`src/rtl/core/pidpi_pkg.sv`:
```
// Shared types and constants for the positional/incremental PID controller.
// Holds field widths, register indexes, reset values and the control struct.
// No dependencies; every other file of the block imports it.
package pidpi_pkg;

  // Field and datapath widths
  localparam int unsigned IN_W      = 16;
  localparam int unsigned ERR_W     = IN_W + 1;
  localparam int unsigned DERR_W    = ERR_W + 1;
  localparam int unsigned DDERR_W   = ERR_W + 2;
  localparam int unsigned GAIN_W    = 20;
  localparam int unsigned FRAC_W    = 8;
  localparam int unsigned OUT_W     = 24;
  localparam int unsigned SUM_W     = 40;
  localparam int unsigned BND_W     = OUT_W + FRAC_W;
  localparam int unsigned IDX_W     = 3;
  localparam int unsigned DIV_CNT_W = $clog2(BND_W);

  // Products: unsigned gain widened by one sign bit times a signed operand
  localparam int unsigned P_PROD_W = GAIN_W + 1 + DERR_W;
  localparam int unsigned I_PROD_W = GAIN_W + 1 + BND_W;
  localparam int unsigned D_PROD_W = GAIN_W + 1 + DDERR_W;
  localparam int unsigned P_TERM_W = P_PROD_W - FRAC_W;
  localparam int unsigned I_TERM_W = I_PROD_W - FRAC_W;
  localparam int unsigned D_TERM_W = D_PROD_W - FRAC_W;
  // Sum of last drive and three terms; integral term dominates
  localparam int unsigned RAW_W    = I_TERM_W + 2;

  // Register indexes on the write port
  localparam logic [IDX_W-1:0] REG_MODE  = IDX_W'(0);
  localparam logic [IDX_W-1:0] REG_KP    = IDX_W'(1);
  localparam logic [IDX_W-1:0] REG_KI    = IDX_W'(2);
  localparam logic [IDX_W-1:0] REG_KD    = IDX_W'(3);
  localparam logic [IDX_W-1:0] REG_UPPER = IDX_W'(4);
  localparam logic [IDX_W-1:0] REG_LOWER = IDX_W'(5);

  typedef enum logic {
    MODE_POSITIONAL  = 1'b0,
    MODE_INCREMENTAL = 1'b1
  } mode_e;

  // Reset values of the registers
  localparam int RstKpVal    = 51200;
  localparam int RstKiVal    = 5120;
  localparam int RstKdVal    = 0;
  localparam int RstUpperVal = 60000;
  localparam int RstLowerVal = -60000;

  localparam logic [GAIN_W-1:0]       RST_KP    = GAIN_W'(RstKpVal);
  localparam logic [GAIN_W-1:0]       RST_KI    = GAIN_W'(RstKiVal);
  localparam logic [GAIN_W-1:0]       RST_KD    = GAIN_W'(RstKdVal);
  localparam logic signed [OUT_W-1:0] RST_UPPER = OUT_W'(RstUpperVal);
  localparam logic signed [OUT_W-1:0] RST_LOWER = OUT_W'(RstLowerVal);

  // Integral bounds that match the reset limits and reset integral gain
  localparam logic signed [BND_W-1:0] RST_BND_HI =
    BND_W'(RstUpperVal * (2 ** FRAC_W) / RstKiVal);
  localparam logic signed [BND_W-1:0] RST_BND_LO =
    BND_W'(RstLowerVal * (2 ** FRAC_W) / RstKiVal);

  // Controller settings as held in the register file
  typedef struct packed {
    mode_e                    mode;
    logic [GAIN_W-1:0]        kp;
    logic [GAIN_W-1:0]        ki;
    logic [GAIN_W-1:0]        kd;
    logic signed [OUT_W-1:0]  upper;
    logic signed [OUT_W-1:0]  lower;
  } ctl_t;

  // Integral bound sequencer
  typedef enum logic [2:0] {
    BND_IDLE,
    BND_START_HI,
    BND_WAIT_HI,
    BND_START_LO,
    BND_WAIT_LO
  } bnd_state_e;

endpackage

```
`src/rtl/core/pidpi_back.sv`:
```
// Back stage: sums the terms (plus last drive in incremental form), clamps
// to the output limits and holds the result. Depends on pidpi_pkg.
module pidpi_back import pidpi_pkg::*; (
  input  logic                       clk_i,
  input  logic                       rst_ni,
  input  logic                       step_i,
  input  ctl_t                       ctl_i,
  input  logic signed [P_TERM_W-1:0] p_term_i,
  input  logic signed [I_TERM_W-1:0] i_term_i,
  input  logic signed [D_TERM_W-1:0] d_term_i,
  output logic signed [OUT_W-1:0]    drive_o
);

  // The result register doubles as the last drive value
  logic signed [OUT_W-1:0] drive_q;
  logic signed [RAW_W-1:0] base;
  logic signed [RAW_W-1:0] raw;
  logic signed [RAW_W-1:0] clamped;

  assign base = (ctl_i.mode == MODE_INCREMENTAL) ? RAW_W'(drive_q) : '0;
  assign raw  = base + RAW_W'(p_term_i) + RAW_W'(i_term_i) + RAW_W'(d_term_i);

  // Lower limit first, upper limit wins when the two cross
  always_comb begin
    clamped = raw;
    if (clamped < RAW_W'(ctl_i.lower)) clamped = RAW_W'(ctl_i.lower);
    if (clamped > RAW_W'(ctl_i.upper)) clamped = RAW_W'(ctl_i.upper);
  end

  always_ff @(posedge clk_i or negedge rst_ni) begin
    if (!rst_ni) begin
      drive_q <= '0;
    end else if (step_i) begin
      drive_q <= clamped[OUT_W-1:0];
    end
  end

  assign drive_o = drive_q;

endmodule

```
`config.mk`:
```
export PLATFORM = sky130hd
export DESIGN_NAME = pidpi_back
export DESIGN_NICKNAME = d
export VERILOG_FILES = /design/src/rtl/core/pidpi_pkg.sv /design/src/rtl/core/pidpi_back.sv
export SDC_FILE = /design/constraint.sdc
export NUM_CORES = 1
export LEC_CHECK = 0
export BUFFER_PORTS_ARGS = -buffer_cell sky130_fd_sc_hd__buf_2
export CAP_MARGIN = 15
export CORE_MARGIN = 2
export CORE_UTILIZATION = 56
export CTS_CLUSTER_DIAMETER = 200
export DETAILED_ROUTE_END_ITERATION = 12
export PLACE_DENSITY = 0.86
export SKIP_LAST_GASP = 1
export SYNTH_ARGS = -nofsm -noshare
export SYNTH_HDL_FRONTEND = slang
export SYNTH_SLANG_ARGS = --single-unit
```
`constraint.sdc`:
```
create_clock -name clk_i -period 8.8 [get_ports clk_i]
set_clock_uncertainty 0.15 [all_clocks]
set_input_delay 1.76 -clock clk_i [delete_from_list [all_inputs] [get_ports clk_i]]
set_output_delay 1.76 -clock clk_i [all_outputs]
set_load 0.01 [all_outputs]
```
# Yosys cells after proc, flatten, opt, wreduce, memory -nomap -nowiden
# Index checks and enable logic that the tools add are counted.
dict set report word_totals {
  ff_bits 24
  in_bits 220
  elab_cells 9
}
dict set report op_classes {
  n_lt_le_gt_ge 2
  add_sub_neg 3
  muxes 3
}
# operator count
set op_table {}
lappend op_table {{47-bit 2-to-1 mux} 2}
lappend op_table {{47-bit by 31-bit adder with 47-bit output} 1}
lappend op_table {{47-bit by 32-bit adder with 47-bit output} 1}
lappend op_table {{47-bit by 45-bit adder with 47-bit output} 1}
lappend op_table {{47-bit by 24-bit > comparator with 1-bit output} 1}
lappend op_table {{47-bit by 24-bit < comparator with 1-bit output} 1}
lappend op_table {{24-bit 2-to-1 mux} 1}

# Longest topological paths before layout
dict set report depth {
  depth_word 8
  depth_mapped 38
}

# Worst setup path before layout
# Ideal clock, no wire load.
dict set report synth_path {
  path_kind {in2reg}
  startpoint {input port ctl_i[108] in the netlist's numbering}
  endpoint {register drive_q[14] (netlist: drive_o[14])}
  setup_time_ns 0.126
  cell_stages 35
  n_path_buf 3
  arrival_time_ns 9.269
  setup_slack_ns -0.745
  path_cell_list {nand2_1 > inv_1 > fa_1 > ha_1 > a21o_1 > a21oi_1 > o21bai_1 > a21o_1 > a21o_1 > a211o_1 > o22ai_1 > xnor2_1 > ha_1 > a21o_1 > a21o_1 > a21oi_1 > o211ai_1 > a41o_1 > o21a_2 > nor2_4 > buf_6 > buf_4 > nand2_1 > o21a_1 > ha_1 > nand4_1 > nor4_2 > and3_1 > a22oi_1 > and4bb_1 > nand3_1 > o211a_2 > nor2_1 > clkbuf_1 > a221o_1}
}
dict set report synth_between {
  elab_chain_len 8
}
# element line_no
set synth_rtl {}
lappend synth_rtl {{from (decl)} pidpi_back.sv:7} ;# input ctl_t ctl_i,
lappend synth_rtl {{47-bit 2-to-1 mux (*)} pidpi_back.sv:20} ;# assign base = (ctl_i.mode == MODE_INCREMENTAL) ? RAW_W'(drive_q) : '0;
lappend synth_rtl {{47-bit by 31-bit adder with 47-bit output (*)} pidpi_back.sv:21} ;# assign raw = base + RAW_W'(p_term_i) + RAW_W'(i_term_i) + RAW_W'(d_term_i);
lappend synth_rtl {{47-bit by 45-bit adder with 47-bit output (*)} pidpi_back.sv:21}
lappend synth_rtl {{47-bit by 32-bit adder with 47-bit output (*)} pidpi_back.sv:21}
lappend synth_rtl {{47-bit by 24-bit < comparator with 1-bit output} pidpi_back.sv:26} ;# if (clamped < RAW_W'(ctl_i.lower)) clamped = RAW_W'(ctl_i.lower);
lappend synth_rtl {{47-bit 2-to-1 mux (*)} pidpi_back.sv:26}
lappend synth_rtl {{47-bit by 24-bit > comparator with 1-bit output} pidpi_back.sv:27} ;# if (clamped > RAW_W'(ctl_i.upper)) clamped = RAW_W'(ctl_i.upper);
lappend synth_rtl {{24-bit 2-to-1 mux (*)} pidpi_back.sv:27}
lappend synth_rtl {{to (signal assigned)} pidpi_back.sv:34} ;# drive_q <= clamped[OUT_W-1:0];
lappend synth_rtl {{to (decl)} pidpi_back.sv:15} ;# logic signed [OUT_W-1:0] drive_q;
# Mark *: on every way between the ends. The rest lies on a longest branch, timed or not.
# A chain may end at the register's enable or synchronous reset.

# Final worst setup path
dict set report layout_path {
  startpoint {input port p_term_i[16]}
  endpoint {register drive_q[6] (netlist: drive_o[6])}
}
dict set report layout_between {
  elab_chain_len 7
}
# element line_no
set layout_rtl {}
lappend layout_rtl {{from (decl)} pidpi_back.sv:8} ;# input logic signed [P_TERM_W-1:0] p_term_i,
lappend layout_rtl {{47-bit by 31-bit adder with 47-bit output (*)} pidpi_back.sv:21}
lappend layout_rtl {{47-bit by 45-bit adder with 47-bit output (*)} pidpi_back.sv:21}
lappend layout_rtl {{47-bit by 32-bit adder with 47-bit output (*)} pidpi_back.sv:21}
lappend layout_rtl {{47-bit by 24-bit < comparator with 1-bit output} pidpi_back.sv:26}
lappend layout_rtl {{47-bit 2-to-1 mux (*)} pidpi_back.sv:26}
lappend layout_rtl {{47-bit by 24-bit > comparator with 1-bit output} pidpi_back.sv:27}
lappend layout_rtl {{24-bit 2-to-1 mux (*)} pidpi_back.sv:27}
# Marked as above.

==> flow_summary_export.csv <==
group,metric,value,unit
synthesis,synth_largest_area_cell,"fa_1",
drt,drc,0,
die,die_w,130,µm
sta,layout_setup_ws,-0.996,ns
setup_path,max_stage_delay,0.56,ns
setup_path,worstSetupEndpointType,"register",
worst_hold_path,hold_class,"reg -> reg",
synthesis,ys_types,70,
cells_and_area,drive_gt1_share,36.2,%
drt,vias,10453,
grt,antenna_found_initial,1,
cts,cts-htree-levels,1,
setup_path,rr_endpoint,"drive_o[6]",
cts,ctsLongestPathBuffers,2,
setup_path,ff2ff_path_depth,39,
drt,first_iter_violations,1065,
sta,slew_headroom,34.2,%
synthesis,syn_nets,1524,
die,start_util,56.8,%
drt,wire_per_inst,20.5,µm
synthesis,synthAdderAreaFrac,39.8,%
die,die-area,17000,µm²
setup_path,crit_path_max_fanout,8,
sta,min_period,9.80,ns
setup_path,r2r-start,"drive_o[23]",
cts,clk_pin_slew_worst_paths,0.08,ns
flow_run,maxCapViolations,0,
cts,cts.sink_count,24,
synthesis,synth-edff-count,0,
outcome,outcome,"finished with violations",
synthesis,synth_mux_area_share,5.38,%
cells_and_area,final_design_area_no_fill,12500,µm²
cells_and_area,final_core_util,79.0,%
sta,fmax,102,MHz
sta,rsz0062_at_grt,"yes",
synthesis,yosys.area.top_type_share,20.3,%
placement,dp_cells,1635,
setup_path,crit_family,"compound AO/OA/AOI/OAI gates",
synthesis,synth_compound_area_share,20.3,%
setup_path,worstPathRequired,8.80,ns
drt,dr.pass1.iters,8,
synthesis,ys_warn_count,0,
setup_path,crit_end,"drive_o[6]",
placement,gp_congestion,0.980,
synthesis,ys_async_sr_fraction,100,%
setup_path,reg2reg_setup_slack,0.47,ns
synthesis,dominantRegCellSynth,"dfrtp_1",
grt,grt_pass1_vias,10214,
drt,ant_nets,0,
cells_and_area,fin_cells,1670,
placement,portBuffers,183,
cts,hold_buffers,0,
setup_path,critPathSlowestCell,"fa_1",
synthesis,synthTopCellsByArea,"fa_1 (20%), ha_1 (19%), inv_1 (9.8%), dfrtp_1 (6.7%), a21oi_1 (4.2%)",
synthesis,synth_xor_area_share,4.11,%
grt,overflow,0,
synthesis,synthSimpleGateAreaFrac,12.2,%
synthesis,ys_ff_latch,24,
setup_path,start_kind,"input pin",
die,core_area,15800,µm²
cts,cts_root_buf,"clkbuf_16",
cells_and_area,syn2layout_area_growth,39.0,%
setup_path,critPathArrivalTime,9.79,ns
cts,clock_latency,0.28,ns
setup_path,cp-startpoint,"p_term_i[16]",
cells_and_area,nets,1904,
cells_and_area,n_fill_cell,904,
sta,tightest_slew,0.986,ns
die,ioPinCount,244,
sta,finalSetupViolCount,24,
sta,finalHoldViolations,0,
die,die_h,130,µm
die,floorplan.rows,46,
synthesis,synth_top_family_by_area,"adder cells",
synthesis,synth_area,8960,µm²
synthesis,syn_inst,1074,
cts,cts_tree,"built",
placement,hpwl,22500,µm
grt,grt_pass1_wl,46600,µm
grt,grt_max_degree,32,
sta,final-max-slew-violation-count,0,
setup_path,cp.buffers_inverters,11,
sta,fin_crit_sh,111,%
cts,numCtsBuffers,3,
grt,grtUsageTotal,34.3,%
setup_path,critPathKind,"in -> reg",
drt,vias_per_cell,6.26,
drt,drt-total-wl,34300,µm
outcome,violations,"setup timing",
setup_path,path_depth,39,
synthesis,ys_seq_area_share,6.70,%
synthesis,synth_area_per_cell,8.34,µm²
cells_and_area,largest_reg_flops,24,
placement,placed_area,11600,µm²
-- how the worst min path moves through the flow --
stage             endpoint        start  depth (start not counted)
2_1_floorplan  drive_o[21]  drive_o[21]                          1
3_3_place_gp    drive_o[7]   drive_o[7]                          1
3_5_place_dp   drive_o[10]  drive_o[10]                          1
4_1_cts        drive_o[10]  drive_o[10]                          1
5_1_grt        drive_o[20]  drive_o[20]                          1
6_report       drive_o[10]  drive_o[10]                          1
-- metal layers --
| metal | GRT usage, % | up-vias | part of all wire, % |
|---|---|---|---|
| met5 | 0 | - | 0 |
| met1 | 35.2 | 4817 | 32 |
| li1 | - | 4446 | - |
| met2 | 64.1 | 832 | 48 |
| met3 | 6.31 | 358 | 10 |
| met4 | 21.8 | 0 | 9.8 |
-- kinds of logic (layout without fill, tap and decap cells) --
group,count (synthesis),after routing
multiplexers,36,36
AO/OA/AOI/OAI,264,264
AND/OR/NAND/NOR,217,217
adder cells (fa/ha/maj),230,230
buffers and inverters,261,639
other,0,2
XOR/XNOR,42,42
flip-flops,24,24
-- timing repair --
action                     in CTS  in global routing
hold endpoints to repair        0                  0
setup endpoints to repair      24                 24
pin swaps                      48                 57
setup buffers                  17                 11
resized for setup              53                 41
gates cloned                    2                  0
-- cell type report --
type / count / area (µm²) / share of cell area [%]
clock buffer: 3 / 75.1 / 0.603
timing repair buffer: 401 / 2690 / 21.6
sequential: 24 / 601 / 4.82
inverter: 235 / 897 / 7.20
multi-input combinational: 789 / 7920 / 63.6
antenna: 2 / 5.00 / 0.0402
tap: 216 / 270 / 2.17
-- synth_stat cells (3+ instances only) --
library cell / count
o211ai_1: 4
a21oi_1: 75
clkbuf_1: 16
and2_1: 8
a41o_1: 3
nand3_1: 16
a21o_1: 40
a221oi_1: 3
o21a_1: 12
nor2_1: 31
a31oi_1: 9
nor2b_1: 9
nor4_1: 3
xor2_1: 15
a211oi_1: 5
buf_2: 5
inv_1: 235
nor3_1: 12
ha_1: 139
o21bai_1: 10
o21ai_0: 39
mux2_2: 13
a221o_1: 24
a211o_1: 7
xnor2_1: 27
mux2_4: 21
nand4_1: 25
nand2_1: 75
fa_1: 91
and3_1: 27
dfrtp_1: 24
-- cell usage in the layout (no fill, tap or decap), types with 9 or more instances in the layout --
cell type	n
inv_1	228
buf_4	203
buf_2	180
ha_1	121
fa_1	88
nand2_1	72
a21oi_1	63
a21o_1	40
nor2_1	30
o21ai_0	30
mux2_4	29
and3_1	27
xnor2_1	26
nand4_1	25
a221o_1	24
dfrtp_1	24
ha_4	18
nand3_1	15
xor2_1	14
a21oi_2	11
o21a_1	11
buf_6	11
o21ai_1	9
nor3_1	9
o21bai_1	9
nor2b_1	9
-- per-stage QoR --
| stage | TNS, ns | hold WS [ns] | worst slack, ns |
|---|---|---|---|
| after floorplan | -4.26 | 0.415 | -0.203 |
| after global placement | -21.49 | 0.368 | -0.930 |
| after detailed placement | -24.38 | 0.376 | -1.08 |
| after CTS | -11.42 | 0.392 | -0.532 |
| after global routing | -29.09 | 0.414 | -1.26 |
| final | -22.61 | 0.394 | -0.996 |
Power is left out: the tool's default activity adds up to more than one toggle a clock period on the data nets, which glitch-free logic cannot reach.
