**src/rtl/core/pidpi_pkg.sv**
```systemverilog
// Shared types and constants for the positional/incremental PID controller.
// Holds field widths, register indexes, reset values and the control struct.
// No dependencies; every other file of the block imports it.
package pidpi_pkg;

  // Field and datapath widths
  localparam int unsigned IN_W      = 16;
  localparam int unsigned ERR_W     = IN_W + 1;
  localparam int unsigned DERR_W    = ERR_W + 1;
  localparam int unsigned DDERR_W   = ERR_W + 2;
  localparam int unsigned GAIN_W    = 20;
  localparam int unsigned FRAC_W    = 8;
  localparam int unsigned OUT_W     = 24;
  localparam int unsigned SUM_W     = 40;
  localparam int unsigned BND_W     = OUT_W + FRAC_W;
  localparam int unsigned IDX_W     = 3;
  localparam int unsigned DIV_CNT_W = $clog2(BND_W);

  // Products: unsigned gain widened by one sign bit times a signed operand
  localparam int unsigned P_PROD_W = GAIN_W + 1 + DERR_W;
  localparam int unsigned I_PROD_W = GAIN_W + 1 + BND_W;
  localparam int unsigned D_PROD_W = GAIN_W + 1 + DDERR_W;
  localparam int unsigned P_TERM_W = P_PROD_W - FRAC_W;
  localparam int unsigned I_TERM_W = I_PROD_W - FRAC_W;
  localparam int unsigned D_TERM_W = D_PROD_W - FRAC_W;
  // Sum of last drive and three terms; integral term dominates
  localparam int unsigned RAW_W    = I_TERM_W + 2;

  // Register indexes on the write port
  localparam logic [IDX_W-1:0] REG_MODE  = IDX_W'(0);
  localparam logic [IDX_W-1:0] REG_KP    = IDX_W'(1);
  localparam logic [IDX_W-1:0] REG_KI    = IDX_W'(2);
  localparam logic [IDX_W-1:0] REG_KD    = IDX_W'(3);
  localparam logic [IDX_W-1:0] REG_UPPER = IDX_W'(4);
  localparam logic [IDX_W-1:0] REG_LOWER = IDX_W'(5);

  typedef enum logic {
    MODE_POSITIONAL  = 1'b0,
    MODE_INCREMENTAL = 1'b1
  } mode_e;

  // Reset values of the registers
  localparam int RstKpVal    = 51200;
  localparam int RstKiVal    = 5120;
  localparam int RstKdVal    = 0;
  localparam int RstUpperVal = 60000;
  localparam int RstLowerVal = -60000;

  localparam logic [GAIN_W-1:0]       RST_KP    = GAIN_W'(RstKpVal);
  localparam logic [GAIN_W-1:0]       RST_KI    = GAIN_W'(RstKiVal);
  localparam logic [GAIN_W-1:0]       RST_KD    = GAIN_W'(RstKdVal);
  localparam logic signed [OUT_W-1:0] RST_UPPER = OUT_W'(RstUpperVal);
  localparam logic signed [OUT_W-1:0] RST_LOWER = OUT_W'(RstLowerVal);

  // Integral bounds that match the reset limits and reset integral gain
  localparam logic signed [BND_W-1:0] RST_BND_HI =
    BND_W'(RstUpperVal * (2 ** FRAC_W) / RstKiVal);
  localparam logic signed [BND_W-1:0] RST_BND_LO =
    BND_W'(RstLowerVal * (2 ** FRAC_W) / RstKiVal);

  // Controller settings as held in the register file
  typedef struct packed {
    mode_e                    mode;
    logic [GAIN_W-1:0]        kp;
    logic [GAIN_W-1:0]        ki;
    logic [GAIN_W-1:0]        kd;
    logic signed [OUT_W-1:0]  upper;
    logic signed [OUT_W-1:0]  lower;
  } ctl_t;

  // Integral bound sequencer
  typedef enum logic [2:0] {
    BND_IDLE,
    BND_START_HI,
    BND_WAIT_HI,
    BND_START_LO,
    BND_WAIT_LO
  } bnd_state_e;

endpackage

```
**src/rtl/core/pidpi_div.sv**
```systemverilog
// Iterative signed-by-unsigned divider, one quotient bit per cycle.
// Truncates toward zero; used for the integral bounds.
// Depends on pidpi_pkg.
module pidpi_div import pidpi_pkg::*; (
  input  logic                    clk_i,
  input  logic                    rst_ni,
  input  logic                    start_i,
  input  logic signed [BND_W-1:0] dividend_i,
  input  logic [GAIN_W-1:0]       divisor_i,
  output logic                    done_o,
  output logic signed [BND_W-1:0] quotient_o
);

  logic [BND_W-1:0]     acc_q;
  logic [GAIN_W-1:0]    rem_q;
  logic [GAIN_W-1:0]    divisor_q;
  logic [DIV_CNT_W-1:0] cnt_q;
  logic                 busy_q;
  logic                 neg_q;
  logic                 done_q;

  logic [BND_W-1:0]  mag;
  logic [GAIN_W:0]   trial;
  logic              qbit;
  logic [GAIN_W-1:0] rem_d;

  // Magnitude of the dividend, divisor is never negative
  assign mag = dividend_i[BND_W-1] ? BND_W'(~dividend_i + 1'b1) : dividend_i;

  // Restoring step: bring down the next dividend bit and try to subtract
  always_comb begin
    trial = {rem_q, acc_q[BND_W-1]};
    qbit  = (trial >= {1'b0, divisor_q});
    if (qbit) begin
      rem_d = GAIN_W'(trial - {1'b0, divisor_q});
    end else begin
      rem_d = trial[GAIN_W-1:0];
    end
  end

  always_ff @(posedge clk_i or negedge rst_ni) begin
    if (!rst_ni) begin
      busy_q <= 1'b0;
      done_q <= 1'b0;
      cnt_q  <= '0;
    end else begin
      done_q <= 1'b0;
      if (start_i) begin
        busy_q <= 1'b1;
        cnt_q  <= '0;
      end else if (busy_q) begin
        cnt_q <= cnt_q + 1'b1;
        if (cnt_q == DIV_CNT_W'(BND_W - 1)) begin
          busy_q <= 1'b0;
          done_q <= 1'b1;
        end
      end
    end
  end

  // Datapath: dividend bits shift out as quotient bits shift in
  always_ff @(posedge clk_i) begin
    if (start_i) begin
      acc_q     <= mag;
      rem_q     <= '0;
      divisor_q <= divisor_i;
      neg_q     <= dividend_i[BND_W-1];
    end else if (busy_q) begin
      acc_q <= {acc_q[BND_W-2:0], qbit};
      rem_q <= rem_d;
    end
  end

  assign done_o     = done_q;
  assign quotient_o = neg_q ? BND_W'(~acc_q + 1'b1) : acc_q;

endmodule

```
**src/rtl/core/pidpi_bounds.sv**
```systemverilog
// Integral bound sequencer: divides both output limits by the integral gain.
// Runs the shared divider twice after a write to integral gain or limits.
// Depends on pidpi_pkg and pidpi_div.
module pidpi_bounds import pidpi_pkg::*; (
  input  logic                    clk_i,
  input  logic                    rst_ni,
  input  logic                    recalc_i,
  input  ctl_t                    ctl_i,
  output logic                    busy_o,
  output logic signed [BND_W-1:0] bnd_hi_o,
  output logic signed [BND_W-1:0] bnd_lo_o
);

  bnd_state_e state_q, state_d;

  logic                    div_start;
  logic                    sel_lo;
  logic                    div_done;
  logic signed [BND_W-1:0] dividend;
  logic signed [BND_W-1:0] quotient;
  logic signed [BND_W-1:0] bnd_hi_q;
  logic signed [BND_W-1:0] bnd_lo_q;

  // Next state; a new write restarts the pair of divisions
  always_comb begin
    state_d = state_q;
    case (state_q)
      BND_IDLE:     state_d = BND_IDLE;
      BND_START_HI: state_d = BND_WAIT_HI;
      BND_WAIT_HI:  if (div_done) state_d = BND_START_LO;
      BND_START_LO: state_d = BND_WAIT_LO;
      BND_WAIT_LO:  if (div_done) state_d = BND_IDLE;
      default:      state_d = BND_IDLE;
    endcase
    if (recalc_i) begin
      state_d = BND_START_HI;
    end
  end

  // Outputs of the sequencer
  always_comb begin
    div_start = 1'b0;
    sel_lo    = 1'b0;
    busy_o    = 1'b1;
    case (state_q)
      BND_IDLE:     busy_o = 1'b0;
      BND_START_HI: div_start = 1'b1;
      BND_WAIT_HI:  sel_lo = 1'b0;
      BND_START_LO: begin
        div_start = 1'b1;
        sel_lo    = 1'b1;
      end
      BND_WAIT_LO:  sel_lo = 1'b1;
      default:      busy_o = 1'b0;
    endcase
  end

  // Limit times 256 as the dividend
  assign dividend = sel_lo ? {ctl_i.lower, {FRAC_W{1'b0}}} : {ctl_i.upper, {FRAC_W{1'b0}}};

  pidpi_div u_div (
    .clk_i      (clk_i),
    .rst_ni     (rst_ni),
    .start_i    (div_start),
    .dividend_i (dividend),
    .divisor_i  (ctl_i.ki),
    .done_o     (div_done),
    .quotient_o (quotient)
  );

  always_ff @(posedge clk_i or negedge rst_ni) begin
    if (!rst_ni) begin
      state_q  <= BND_IDLE;
      bnd_hi_q <= RST_BND_HI;
      bnd_lo_q <= RST_BND_LO;
    end else begin
      state_q <= state_d;
      if (div_done && state_q == BND_WAIT_HI) begin
        bnd_hi_q <= quotient;
      end
      if (div_done && state_q == BND_WAIT_LO) begin
        bnd_lo_q <= quotient;
      end
    end
  end

  assign bnd_hi_o = bnd_hi_q;
  assign bnd_lo_o = bnd_lo_q;

endmodule

```
**config.mk**
```make
export PLATFORM = sky130hd
export DESIGN_NAME = pidpi_bounds
export DESIGN_NICKNAME = d
export VERILOG_FILES = /design/src/rtl/core/pidpi_pkg.sv /design/src/rtl/core/pidpi_div.sv /design/src/rtl/core/pidpi_bounds.sv
export SDC_FILE = /design/constraint.sdc
export NUM_CORES = 1
export LEC_CHECK = 0
export BUFFER_PORTS_ARGS = -buffer_cell sky130_fd_sc_hd__buf_2
export CAP_MARGIN = 20
export CORE_MARGIN = 3
export CORE_UTILIZATION = 55
export CTS_CLUSTER_SIZE = 14
export DETAILED_ROUTE_END_ITERATION = 6
export PLACE_DENSITY = 0.87
export RECOVER_POWER = 25
export SYNTH_ARGS = -nofsm -noshare
export SYNTH_HDL_FRONTEND = slang
export SYNTH_SLANG_ARGS = --single-unit
```
**constraint.sdc**
```tcl
create_clock -name clk_i -period 6.1 [get_ports clk_i]
set_input_delay 1.22 -clock clk_i [delete_from_list [all_inputs] [get_ports clk_i]]
set_output_delay 1.22 -clock clk_i [all_outputs]
set_load 0.05 [all_outputs]
```
After elaboration in Yosys (flattened, before gate mapping)

Cells that the tools add are included.

Flip-flop bits (word level): 147
Input port bits: 112
Output and inout bits: 65
Word-level logic and storage cells: 52

Bitwise operators: 2
Multiplexer cells: 21
Add/subtract/negate cells: 4
$lt $le $gt $ge: 1
Equal/unequal tests: 7
Reductions and logical operators: 7

Operators by type and width:

| operator                                                        | count |
|---|---|
| 32-bit two-way mux                                              | 5 |
| 32-bit by 1-bit adder with 32-bit output, second input constant | 2 |
| 32-bit NOT                                                      | 2 |
| 21-bit by 20-bit greater-or-equal comparator with 1-bit output  | 1 |
| 20-bit two-way mux                                              | 1 |
| 20-bit subtractor                                               | 1 |
| 3-bit one-hot mux with 4 select lines                           | 1 |
| 5-bit two-way mux                                               | 2 |
| 1-bit two-way mux                                               | 9 |
| 3-bit two-way mux                                               | 3 |
| 3-bit by 2-bit == test with 1-bit output, second input constant | 2 |
| 3-bit by 2-bit != test with 1-bit output, second input constant | 2 |
| 5-bit by 1-bit adder with 5-bit output, second input constant   | 1 |
| 5-bit == test, second input constant                            | 1 |
| 2-bit OR reduction                                              | 2 |
| 4-bit OR reduction                                              | 1 |
| 3-bit by 1-bit == test with 1-bit output, second input constant | 1 |
| 3-bit == test, second input constant                            | 1 |
| 1-bit logical AND                                               | 2 |
| 2-bit AND reduction                                             | 1 |
| 2-bit nonzero test                                              | 1 |

Logic depth before layout (Yosys ltp)

Gate-level depths: netlist of the first run.

Depth in word-level cells: 8
Depth in mapped cells: 13
Depth with buffers taken out: 10

Cells and area by module

A second synthesis of the first run with hierarchy kept.

Cell total of the unflattened synthesis: 991
Area total of the unflattened synthesis: 9674.3 um^2

By module, submodules not included:

| module       | sequential area each (um^2) | area each (um^2) | instances | cells each |
|---|---|---|---|---|
| pidpi_div    | 2167.1                      | 5711.7           | 1         | 643 |
| pidpi_bounds | 1714.1                      | 3962.6           | 1         | 348 |

Worst setup path after synthesis of the first run

No wires, ideal clock.

Path kind: flip-flop to flip-flop
Start point: reg state_q[1]
End point: reg u_div.acc_q[24], data pin
Stages on the path, launching flop included: 14
Data arrival time: 2933 ps
Library setup time: 264 ps
Slack: 2903 ps
Buffers on the path: 4
Clock period less this slack: 3197 ps
Required time: 5836 ps
Cells stage by stage: dfrtp_1 > buf_6 > and3b_1 > buf_6 > buf_6 > nor2_1 > buf_2 > mux2i_1 > ha_1 > a21boi_2 > nand4_4 > o41ai_2 > xnor2_1 > o21ai_1

Cells in the longest elaborated chain, start to end: 8
Elaborated cells on any way between the ends: 12
Classes of those cells: 1 x add/sub; 3 x eq/ne; 5 x mux; 1 x bitwise; 2 x reduce/logical

Ends and longest elaborated chain:

| what                                                                             | RTL line           | source |
|---|---|---|
| start, declared                                                                  | pidpi_bounds.sv:14 | `bnd_state_e state_q, state_d;` |
| start signal, assigned                                                           | pidpi_bounds.sv:77 | `state_q <= state_d;` |
| 3-bit == test / 3-bit by 2-bit == test with 1-bit output (equally long branches) | pidpi_bounds.sv:45 | `case (state_q)` |
| 2-bit OR reduction (no source line)                                              | --                 |  |
| 1-bit two-way mux                                                                | pidpi_bounds.sv:45 |  |
| 32-bit two-way mux                                                               | pidpi_bounds.sv:59 | `assign dividend = sel_lo ? {ctl_i.lower, {FRAC_W{1'b0}}} : {ctl_i.upper, {FRAC_W{1'b0}}};` |
| 32-bit NOT                                                                       | pidpi_div.sv:28    | `assign mag = dividend_i[BND_W-1] ? BND_W'(~dividend_i + 1'b1) : dividend_i;` |
| 32-bit by 1-bit adder with 32-bit output                                         | pidpi_div.sv:28    |  |
| 32-bit two-way mux                                                               | pidpi_div.sv:28    |  |
| 32-bit two-way mux *                                                             | pidpi_div.sv:63    | `if (start_i) begin` |
| end signal, assigned                                                             | pidpi_div.sv:64    | `acc_q <= mag;` |
| end signal, assigned                                                             | pidpi_div.sv:69    | `acc_q <= {acc_q[BND_W-2:0], qbit};` |
| end, declared                                                                    | pidpi_div.sv:14    | `logic [BND_W-1:0] acc_q;` |

Mark *: on every way between the ends. The rest lies on a longest branch, timed or not.
A chain may end at the register's enable or synchronous reset.

Final worst setup path of the first run

Start point: reg state_q[2]
End point: reg u_div.acc_q[24], data pin

The elaborated chain is that of the path after synthesis.

==> metrics.yaml, run 1 <==
global_routing:
  busiest_layer: "met2"
  use_met2: 0.369
  grt_pass1_wl_um: 33000
  grt_max_degree: 75
  grt_pass1_vias: 6676
  grt_usage: 0.241
  met1_usage: 0.343
  grt_util_met3: 0.0537
  gr-total-overflow: 0
  antenna_found_initial: 1
cts:
  cts_hold_buf: 0
  cts-htree-levels: 4
  clkTransAtPathRegs_ps: 60
  clock_latency_ps: 430
  ctsResizeCount: 0
  cts_tree: "done"
  cts_buffers: 17
  cts_setup_buffers: 0
  clock-sinks: 147
  cts_root_buf: "clkbuf_16"
  clock_path_buffers: 2
critical_path:
  crit_required_ps: 6250
  critPathMaxFanout: 21
  rr_worst_depth: 9
  crit_arrival_ps: 3800
  cp_top_family: "compound AO/OA/AOI/OAI gates"
  r2r_start: "state_q[2]$_DFFE_PN0P_"
  crit_chain: "or3b_1 -> o32a_1 -> nand2_1 -> ha_1 -> a21boi_2 -> nand4_4 -> o41ai_2 -> xnor2_1 -> o21ai_1"
  reg2reg_to: "u_div.acc_q[24]$_DFFE_PP_"
  r2r_slack_ps: 2450
  startpoint_type: "register"
  cp-end-kind: "register"
  cp_num_buf_inv: 0
  critPathMaxStageDelay_ps: 790
  critical_path_class: "register to register"
  crit_slowest_cell: "dfrtp_1"
worst_hold_path:
  hp-start: "u_div.rem_q[10]$_SDFFE_PN0P_"
  min_path_cells: 2
  holdPathEnd: "u_div.rem_q[11]$_SDFFE_PN0P_"
  min_path_type: "register to register"
routing:
  wl_per_cell_um: 16.4
  firstDrtPassIters: 7
  ant_nets: 0
  vias_per_cell: 5.83
  drt_iter0_drc: 539
  num_vias: 7293
  drc: 0
  wirelength_um: 20500
timing:
  rsz0062_at_grt: "no"
  tightest_slew_ps: 949
  maxSlewHeadroom: 0.363
  finalCriticalPeriod_ps: 3650
  drv_slew: 0
  setup_viol: 0
  final-hold-violation-count: 0
  skew_ps: 8.68
  fmax_mhz: 274
  fin_crit_sh: 0.598
  fin_setup_tns_ps: 0
logic_synthesis:
  synth_edf_count: 53
  yosys.area.top_type_share: 0.185
  synth_area_leaders: "edfxtp_1 (19%), dfrtp_1 (13%), dfstp_2 (9.2%)"
  synth_area_leader_cell: "edfxtp_1"
  synth_nets: 1051
  syn_inst: 914
  synth_cell_types: 78
  ys_seq_area_frac: 0.452
  synthFlopType: "edfxtp_1"
  async_reset_ff_frac: 0.503
  ys_seq_elements: 147
  ys_warn_count: 0
  syn_area_mm2: 0.00859
  avgSynthCellArea_um2: 9.40
run:
  max_cap_viol_count: 0
floorplanning:
  die_height_um: 131
  num_rows: 45
  core_mm2: 0.0153
  start_util: 0.563
  die_w_um: 131
  die_area_mm2: 0.0172
  io_pins: 177
cells_and_area:
  final_core_util: 0.655
  nets: 1164
  final_common_cell: "buf_2"
  final_area_mm2: 0.00999
  drive_gt1_frac: 0.231
  antenna_cells: 0
  syn_to_final_growth_pct: 16.3
  final_cell_mix: "buf_2 (135), nor2_1 (116), a21oi_1 (92)"
placement:
  placed_cell_area_mm2: 0.00938
  port_buffers: 135
  dp_hpwl_um: 14400
  place_congestion: 0.902
pwr:
  pwr_density_cell_mw_per_mm2: 259
  p_leak_nw: 4.49
  ir_drop_uv: 206
run_status:
  outcome: "completed"
[logic make-up after synthesis]
| logic type | count (synthesis) | synth area share |
|---|---|---|
| XOR/XNOR | 66 | 0.0673 |
| multiplexers | 28 | 0.0334 |
| AO/OA/AOI/OAI | 268 | 0.203 |
| flip-flops | 147 | 0.452 |
| adder cells (fa/ha/maj) | 25 | 0.0373 |
| buffers and inverters | 84 | 0.0417 |
| AND/OR/NAND/NOR | 296 | 0.165 |
[final cells by class]
cell class	instances	area [um2]
clock buffer	18	439
clock inverter	14	140
fill	1207	5270
inverter	33	124
multi-input combinational	683	4370
sequential	147	3880
tap	211	264
timing repair buffer	145	767
[routing by layer]
layer,share of wire,wire length (um)
met1,0.46,9390
met4,0.017,355
met5,0.00034,7
met3,0.065,1340
met2,0.46,9440
[stage by stage]
step	hold slack [ps]	setup slack, ps	std cells	total power (W)
floorplan	462	2900	914	0.00144
global placement	474	2620	1217	0.00155
detailed placement	488	2490	1217	0.00157
CTS	500	2450	1249	0.00260
global route	522	2260	1251	0.00269
finish	493	2450	1251	0.00259
[report_power, final]
group          switching [W]  internal [W]  total, W
combinational       0.000248      0.000162  0.000410
sequential         0.0000673       0.00109   0.00116
clock               0.000440      0.000585   0.00102
total               0.000755       0.00184   0.00259
[Yosys cell counts (all sizes together), types with 3 or more instances]
library cell / instances
clkbuf: 37
dfrtp: 44
a21oi: 93
nor3b: 13
or2: 5
o41ai: 12
o21a: 6
xor2: 34
o22ai: 4
buf: 14
nand4: 7
xnor2: 32
edfxtp: 53
o31ai: 16
and2: 9
nor2b: 3
nor2: 116
or4: 7
mux2: 5
and3: 4
nor3: 17
o21bai: 4
or3b: 3
a31oi: 9
dfstp: 30
a21boi: 3
o32a: 8
a211oi: 5
or3: 5
nand2: 75
o21ai: 79
a22oi: 4
inv: 32
mux2i: 23
nand2b: 9
a211o: 4
dfxtp: 20
o221ai: 3
o31a: 3
ha: 24
nand3: 13
[how the worst max path moves through the flow]
stage,end,slack (ps),start,cells past startpoint
final,u_div.acc_q[24]$_DFFE_PP_,2450,state_q[2]$_DFFE_PN0P_,9
after global routing,u_div.acc_q[24]$_DFFE_PP_,2260,state_q[2]$_DFFE_PN0P_,9
after CTS,u_div.acc_q[24]$_DFFE_PP_,2450,state_q[2]$_DFFE_PN0P_,9
after detailed placement,u_div.acc_q[24]$_DFFE_PP_,2490,state_q[2]$_DFFE_PN0P_,9
after global placement,u_div.acc_q[24]$_DFFE_PP_,2620,state_q[2]$_DFFE_PN0P_,9
after floorplan,u_div.acc_q[24]$_DFFE_PP_,2900,state_q[1]$_DFFE_PN0P_,13
[worst reg2reg max path: cells and delay by family (launching register included)]
family          cells  cell delay (ps)
compound gates      4             1150
simple gates        3             1060
flops               1              790
xor+xnor            1              190
fa+ha+maj           1              180
[sequential cells by signal, summed over array words and instances (netlist names)]
signal and flops:
bnd_lo_o 32, u_div.neg_q 1, state_q 3, u_div.acc_q 32
u_div.cnt_q 5, u_div.rem_q 20, u_div.busy_q 1, bnd_hi_o 32
u_div.divisor_q 20, u_div.done_o 1
Note: power is estimated with default switching activity, not from simulation.
==> run 2: changes to the inputs <==
Settings changed: ABC_AREA set to 1.
Clock period 6.1 ns to 3.58 ns, I/O delays scaled along.
==> run 2 against run 1 <==
Against the previous run: synthesized area up 2.7%; the run now ends with capacitance limit, slew limit left; clock power up 69%; largest cell class unchanged; cell count up 25%; routed wire length up 5.3%; final area up 2.9%; critical endpoint is now busy_o; clock skew up 1.5 ps; largest power group is now combinational cells.
==> metrics.yaml, run 2 <==
run_status:
  outcome: "complete, but fails checks"
  violations: "capacitance limit, slew limit"
critical_path:
  crit_arrival_ps: 1980
  r2r_start: "u_div.divisor_q[12]$_DFFE_PN_"
  crit_required_ps: 2860
  startpoint_type: "register"
  cp-end-kind: "primary output"
  critical_path_class: "register to primary output"
  critPathMaxFanout: 11
  r2r_slack_ps: 900
  crit_path_start: "state_q[0]$_DFFE_PN0P_"
  reg2reg_to: "u_div.rem_q[4]$_SDFFE_PN0P_"
  rr_worst_depth: 13
  endpoint: "busy_o"
placement:
  pre_cts_ws_ps: 914
  dp_hpwl_um: 15600
  placed_cells: 1530
  placed_cell_area_mm2: 0.00970
  port_buffers: 135
  place_congestion: 0.924
cells_and_area:
  final_common_cell: "nand2_1"
  syn_to_final_growth_pct: 16.5
  drive_gt1_frac: 0.174
  num-fill-cells: 1311
  final_cells: 1561
  final_area_mm2: 0.0103
  antenna_cells: 0
  nets: 1475
  final_cell_mix: "nand2_1 (447), inv_1 (144), buf_2 (135)"
cts:
  clock_latency_ps: 430
  ctsResizeCount: 0
  clkTransAtPathRegs_ps: 60
  cts_root_buf: "clkbuf_16"
  cts_buffers: 17
  clock_path_buffers: 2
  cts_hold_buf: 0
  cts_setup_buffers: 0
  cts_tree: "done"
  cts-htree-levels: 4
  clock-sinks: 147
pwr:
  p_leak_nw: 5.49
  pwr_density_cell_mw_per_mm2: 586
  power.share.clock: 0.287
  pwr-share-comb: 0.361
  p_sw_frac: 0.373
  p_int_w: 0.00377
  seq_power_share: 0.352
  ir_drop_uv: 415
  p_sw_w: 0.00225
logic_synthesis:
  synth_area_leader_cell: "nand2_1"
  synth_nets: 1344
  yosys.area.top_type_share: 0.190
  synthXorXnorAreaFrac: 0.0387
  synthFlopType: "edfxtp_1"
  synth_top_family_by_area: "simple AND/OR/NAND/NOR gates"
  synthSimpleGateAreaFrac: 0.330
  async_reset_ff_frac: 0.503
  syn_area_mm2: 0.00882
  avgSynthCellArea_um2: 7.31
  ys_seq_area_frac: 0.440
  synth_area_leaders: "nand2_1 (19%), edfxtp_1 (18%), dfrtp_1 (12%)"
  muxShareOfSynthArea: 0
  syn_inst: 1207
  ys_warn_count: 0
  yosys-top-cells-count: "nand2_1 (447), inv_1 (144), nand3_1 (100), nor2_1 (89), o21ai_0 (54)"
  synth_cell_types: 42
  synth.most_common_cell: "nand2_1"
  synth_fa_ha_area_frac: 0.0363
  synth_edf_count: 53
  synth_compound_area_frac: 0.0718
  ys_seq_elements: 147
routing:
  num_vias: 8219
  wl_per_cell_um: 13.8
  wirelength_um: 21600
  drc: 0
  drt_iter0_drc: 699
  firstDrtPassIters: 7
  vias_per_cell: 5.27
  ant_nets: 0
floorplanning:
  core_mm2: 0.0154
  die_w_um: 133
  num_rows: 45
  die_area_mm2: 0.0176
  start_util: 0.572
  io_pins: 177
  die_height_um: 133
worst_hold_path:
  min_path_type: "register to register"
timing:
  final-hold-violation-count: 0
  drv_slew: 75
  fmax_mhz: 371
  maxSlewHeadroom: -0.186
  setup_viol: 0
  rsz0062_at_grt: "no"
  tightest_slew_ps: 1780
  fin_crit_sh: 0.754
  finalCriticalPeriod_ps: 2700
  skew_ps: 10.2
  worst_slack_ps: 882
  fin_setup_tns_ps: 0
global_routing:
  grt_max_degree: 75
  grt_pass1_vias: 7606
  grt_pass1_wl_um: 36300
  antenna_found_initial: 0
  gr-total-overflow: 0
  grt_usage: 0.249
run:
  max_cap_viol_count: 1
[run 2: cell types whose count changed in the layout (fill, tap and decap cells not counted), moves of 23 or more]
cell     before  now
nand3_1      12  100
nor2_1      116   86
inv_1        32  144
mux2i_1      23    0
a21oi_1      92   27
nand2_1      74  447
[run 2: metrics by stage]
stage           util  hold WS, ps  power [W]
2_1_floorplan      -          420    0.00378
3_3_place_gp   0.629          455    0.00421
3_5_place_dp   0.629          455    0.00427
4_1_cts        0.666          445    0.00602
5_1_grt        0.666          449    0.00646
6_report       0.666          462    0.00602
[run 2: cells by family (layout without fill, tap and decap cells)]
| kind of cell | Yosys count | count (layout) |
|---|---|---|
| AND/OR/NAND/NOR | 697 | 697 |
| buffers and inverters | 185 | 328 |
| AO/OA/AOI/OAI | 114 | 114 |
| XOR/XNOR | 39 | 39 |
| flip-flops | 147 | 147 |
| adder cells (fa/ha/maj) | 25 | 25 |
[run 2: cell type report]
class,instances,area (um2),area share
clock buffers,22,518,0.0504
clock inverters,9,63.8,0.00621
inverters,148,556,0.0541
multi-input cells,875,4220,0.410
flip-flops and latches,147,3880,0.378
well taps,211,264,0.0257
repair buffers,149,778,0.0757
[run 2: worst min-delay path by stage]
stage	to	cells past startpoint	from
after CTS	u_div.divisor_q[13]$_DFFE_PN_	1	ctl_i[81]
after floorplan	bnd_hi_o[0]$_DFFE_PN0P_	0	rst_ni
after global routing	u_div.divisor_q[9]$_DFFE_PN_	1	ctl_i[77]
after global placement	bnd_lo_o[12]$_DFFE_PN1P_	2	bnd_lo_o[12]$_DFFE_PN1P_
after detailed placement	bnd_hi_o[7]$_DFFE_PN1P_	2	bnd_hi_o[7]$_DFFE_PN1P_
final	bnd_hi_o[7]$_DFFE_PN1P_	2	bnd_hi_o[7]$_DFFE_PN1P_
[run 2: routing by layer]
metal | routed length [um] | vias to the layer above | part of all wire | global-route usage
met2 | 10400 | 285 | 0.48 | 0.417
met4 | 426 | 0 | 0.020 | 0.0837
met3 | 1360 | 37 | 0.063 | 0.0433
met5 | 0 | - | 0 | 0
li1 | - | 4109 | - | -
met1 | 9390 | 3788 | 0.43 | 0.329
[run 2: power by group through the flow]
stage	Combinational, W	Sequential [W]	Clock (W)
finish	0.00218	0.00212	0.00172
detailed placement	0.00213	0.00214	0
global placement	0.00208	0.00213	0
global route	0.00249	0.00214	0.00183
CTS	0.00216	0.00211	0.00175
floorplan	0.00168	0.00210	0
[run 2: worst max-delay path, cell delays in order (launching register included)]
cell	delay (ps)
dfrtp_1	420
inv_1	110
nor2_4	270
clkinv_1	140
o21ai_0	190
inv_1	70
nand2_1	70
buf_2	270
==> run 3: changes to the inputs <==
Settings changed: CORE_UTILIZATION 55 to 51, PLACE_DENSITY 0.87 to 0.85.
Clock period 3.58 ns to 2.4 ns, I/O delays scaled along.
==> run 3 against run 2 <==
Against the previous run: sequential share of layout area down 0.60 points; final area up 1.7%; register-to-register slack worse by 740 ps; clock power up 49%; flip-flop and latch count unchanged; combinational power up 58%; routed wire length up 2.2%; the flow still finishes with violations (capacitance limit, slew limit); global-route usage down 1.0 points; clock-buffer cell count unchanged; largest power group unchanged; clock skew down 2.3 ps; non-clock buffer count up 12; highest routed layer unchanged.
==> metrics.yaml, run 3 (synthesis results as in run 2) <==
cells_and_area:
  nets: 1489
  syn_to_final_growth_pct: 18.5
  final_common_cell: "nand2_1"
  final_core_util: 0.623
  final_cells: 1585
  final_cell_mix: "nand2_1 (442), inv_1 (142), buf_2 (135)"
  drive_gt1_frac: 0.193
  multiInputGateArea_mm2: 0.00427
  num-fill-cells: 1498
  seqCellArea_mm2: 0.00388
  antenna_cells: 0
routing:
  drc: 0
  vias_per_cell: 5.26
  firstDrtPassIters: 5
  wl_per_cell_um: 13.9
  num_vias: 8330
  wirelength_um: 22100
  ant_nets: 0
  drt_iter0_drc: 802
placement:
  placed_cells: 1549
  dp_hpwl_um: 16000
  port_buffers: 135
  place_congestion: 0.951
global_routing:
  grt_max_degree: 75
  grt_pass1_vias: 7676
  antenna_found_initial: 0
  gr-total-overflow: 0
  grt_pass1_wl_um: 36300
  grt_usage: 0.239
cts:
  clock-sinks: 147
  cts_tree: "done"
  cts_buffers: 17
  cts_root_buf: "clkbuf_16"
  clkTransAtPathRegs_ps: 60
  cts-htree-levels: 4
  clock_latency_ps: 420
  clock_path_buffers: 2
pwr:
  pwr_density_cell_mw_per_mm2: 877
  ir_drop_uv: 588
  p_leak_nw: 5.55
floorplanning:
  die_area_mm2: 0.0189
  die_w_um: 138
  die_height_um: 138
  io_pins: 177
  num_rows: 47
  start_util: 0.526
  core_mm2: 0.0168
critical_path:
  crit_top_cell: "nand2_1"
  crit_required_ps: 2760
  r2r_start: "u_div.acc_q[7]$_SDFFCE_PN0P_"
  critPathMaxFanout: 4
  reg2reg_to: "bnd_lo_o[23]$_DFFE_PN1P_"
  r2r_slack_ps: 160
  cp-end-kind: "register"
  startpoint_type: "register"
  critical_path_class: "register to register"
  cp_num_buf_inv: 0
  cp_top_family: "simple AND/OR/NAND/NOR gates"
  crit_chain: "nor2_1 -> nand3_1 -> nor2_1 -> nand2_1 -> nor2_1 -> nand3_1 -> nand2_1 -> xor2_1 -> nand2_1 -> nand2_1"
  rr_worst_depth: 10
  crit_arrival_ps: 2600
  critPathMaxStageDelay_ps: 470
  crit_slowest_cell: "edfxtp_1"
worst_hold_path:
  min_path_cells: 1
  holdPathEnd: "u_div.divisor_q[7]$_DFFE_PN_"
  hp-start: "ctl_i[75]"
  min_path_type: "input pin to register"
timing:
  tightest_slew_ps: 1760
  drv_slew: 75
  fin_crit_sh: 0.935
  skew_ps: 7.89
  final-hold-violation-count: 0
  fmax_mhz: 446
  maxSlewHeadroom: -0.170
  setup_viol: 0
  finalCriticalPeriod_ps: 2240
run_status:
  violations: "capacitance limit, slew limit"
  outcome: "complete, but fails checks"
run:
  max_cap_viol_count: 1
## run 3: worst reg2reg max path, cell delays in order, from the launching register on
cell and delay, ps:
edfxtp_1 470, nor2_1 280, nand3_1 150, nor2_1 150, nand2_1 110, nor2_1 220, nand3_1 200, nand2_1 190
xor2_1 240, nand2_1 90, nand2_1 70
## run 3: final cells by class
class,count,area share
timing repair buffer,161,0.0850
clock inverter,10,0.00898
timing repair inverter,1,0.000718
multi-input combinational,876,0.408
tap,220,0.0263
clock buffer,22,0.0455
inverter,148,0.0535
sequential,147,0.372
## run 3: metrics by stage
stage / TNS, ps / cell area, um2 / power (W) / setup slack (ps) / hold WS [ps]
after global routing: -1.96 / 10400 / 0.00982 / -1.96 / 215
after floorplan: 0 / 8820 / 0.00564 / 296 / 184
after detailed placement: 0 / 9810 / 0.00644 / 130 / 457
final: 0 / 10400 / 0.00917 / 157 / 231
after CTS: 0 / 10400 / 0.00903 / 80.2 / 86.0
after global placement: 0 / 9810 / 0.00634 / 179 / 455
## run 3: worst max path at each step
| stage | from | end | slack [ps] | cells past startpoint |
|---|---|---|---|---|
| after floorplan | state_q[0]$_DFFE_PN0P_ | u_div.acc_q[22]$_DFFE_PP_ | 300 | 15 |
| after global placement | u_div.divisor_q[12]$_DFFE_PN_ | u_div.rem_q[11]$_SDFFE_PN0P_ | 180 | 12 |
| after detailed placement | u_div.divisor_q[12]$_DFFE_PN_ | u_div.rem_q[4]$_SDFFE_PN0P_ | 130 | 12 |
| after CTS | state_q[0]$_DFFE_PN0P_ | busy_o | 80 | 4 |
| after global routing | u_div.divisor_q[8]$_DFFE_PN_ | u_div.rem_q[11]$_SDFFE_PN0P_ | -2 | 12 |
| final | u_div.acc_q[7]$_SDFFCE_PN0P_ | bnd_lo_o[23]$_DFFE_PN1P_ | 160 | 10 |
## run 3: timing repair
item	CTS	global route
buffers inserted	0	2
hold buffers	0	0
resized for setup	0	22
endpoints found under the setup margin	0	32
endpoints found under the hold margin	0	0
## run 3: power by group
part	internal (W)	leakage (nW)	switching [W]
clock	0.00152	0.282	0.00104
sequential	0.00293	1.64	0.000235
combinational	0.00127	3.63	0.00217
total	0.00573	5.55	0.00344
## run 3: metal layers
layer | global-route usage | up-vias | wire [um]
li1 | - | 4137 | -
met1 | 0.314 | 3871 | 9580
met2 | 0.407 | 292 | 10700
met3 | 0.0453 | 30 | 1440
met4 | 0.0604 | 0 | 345
met5 | 0 | - | 0
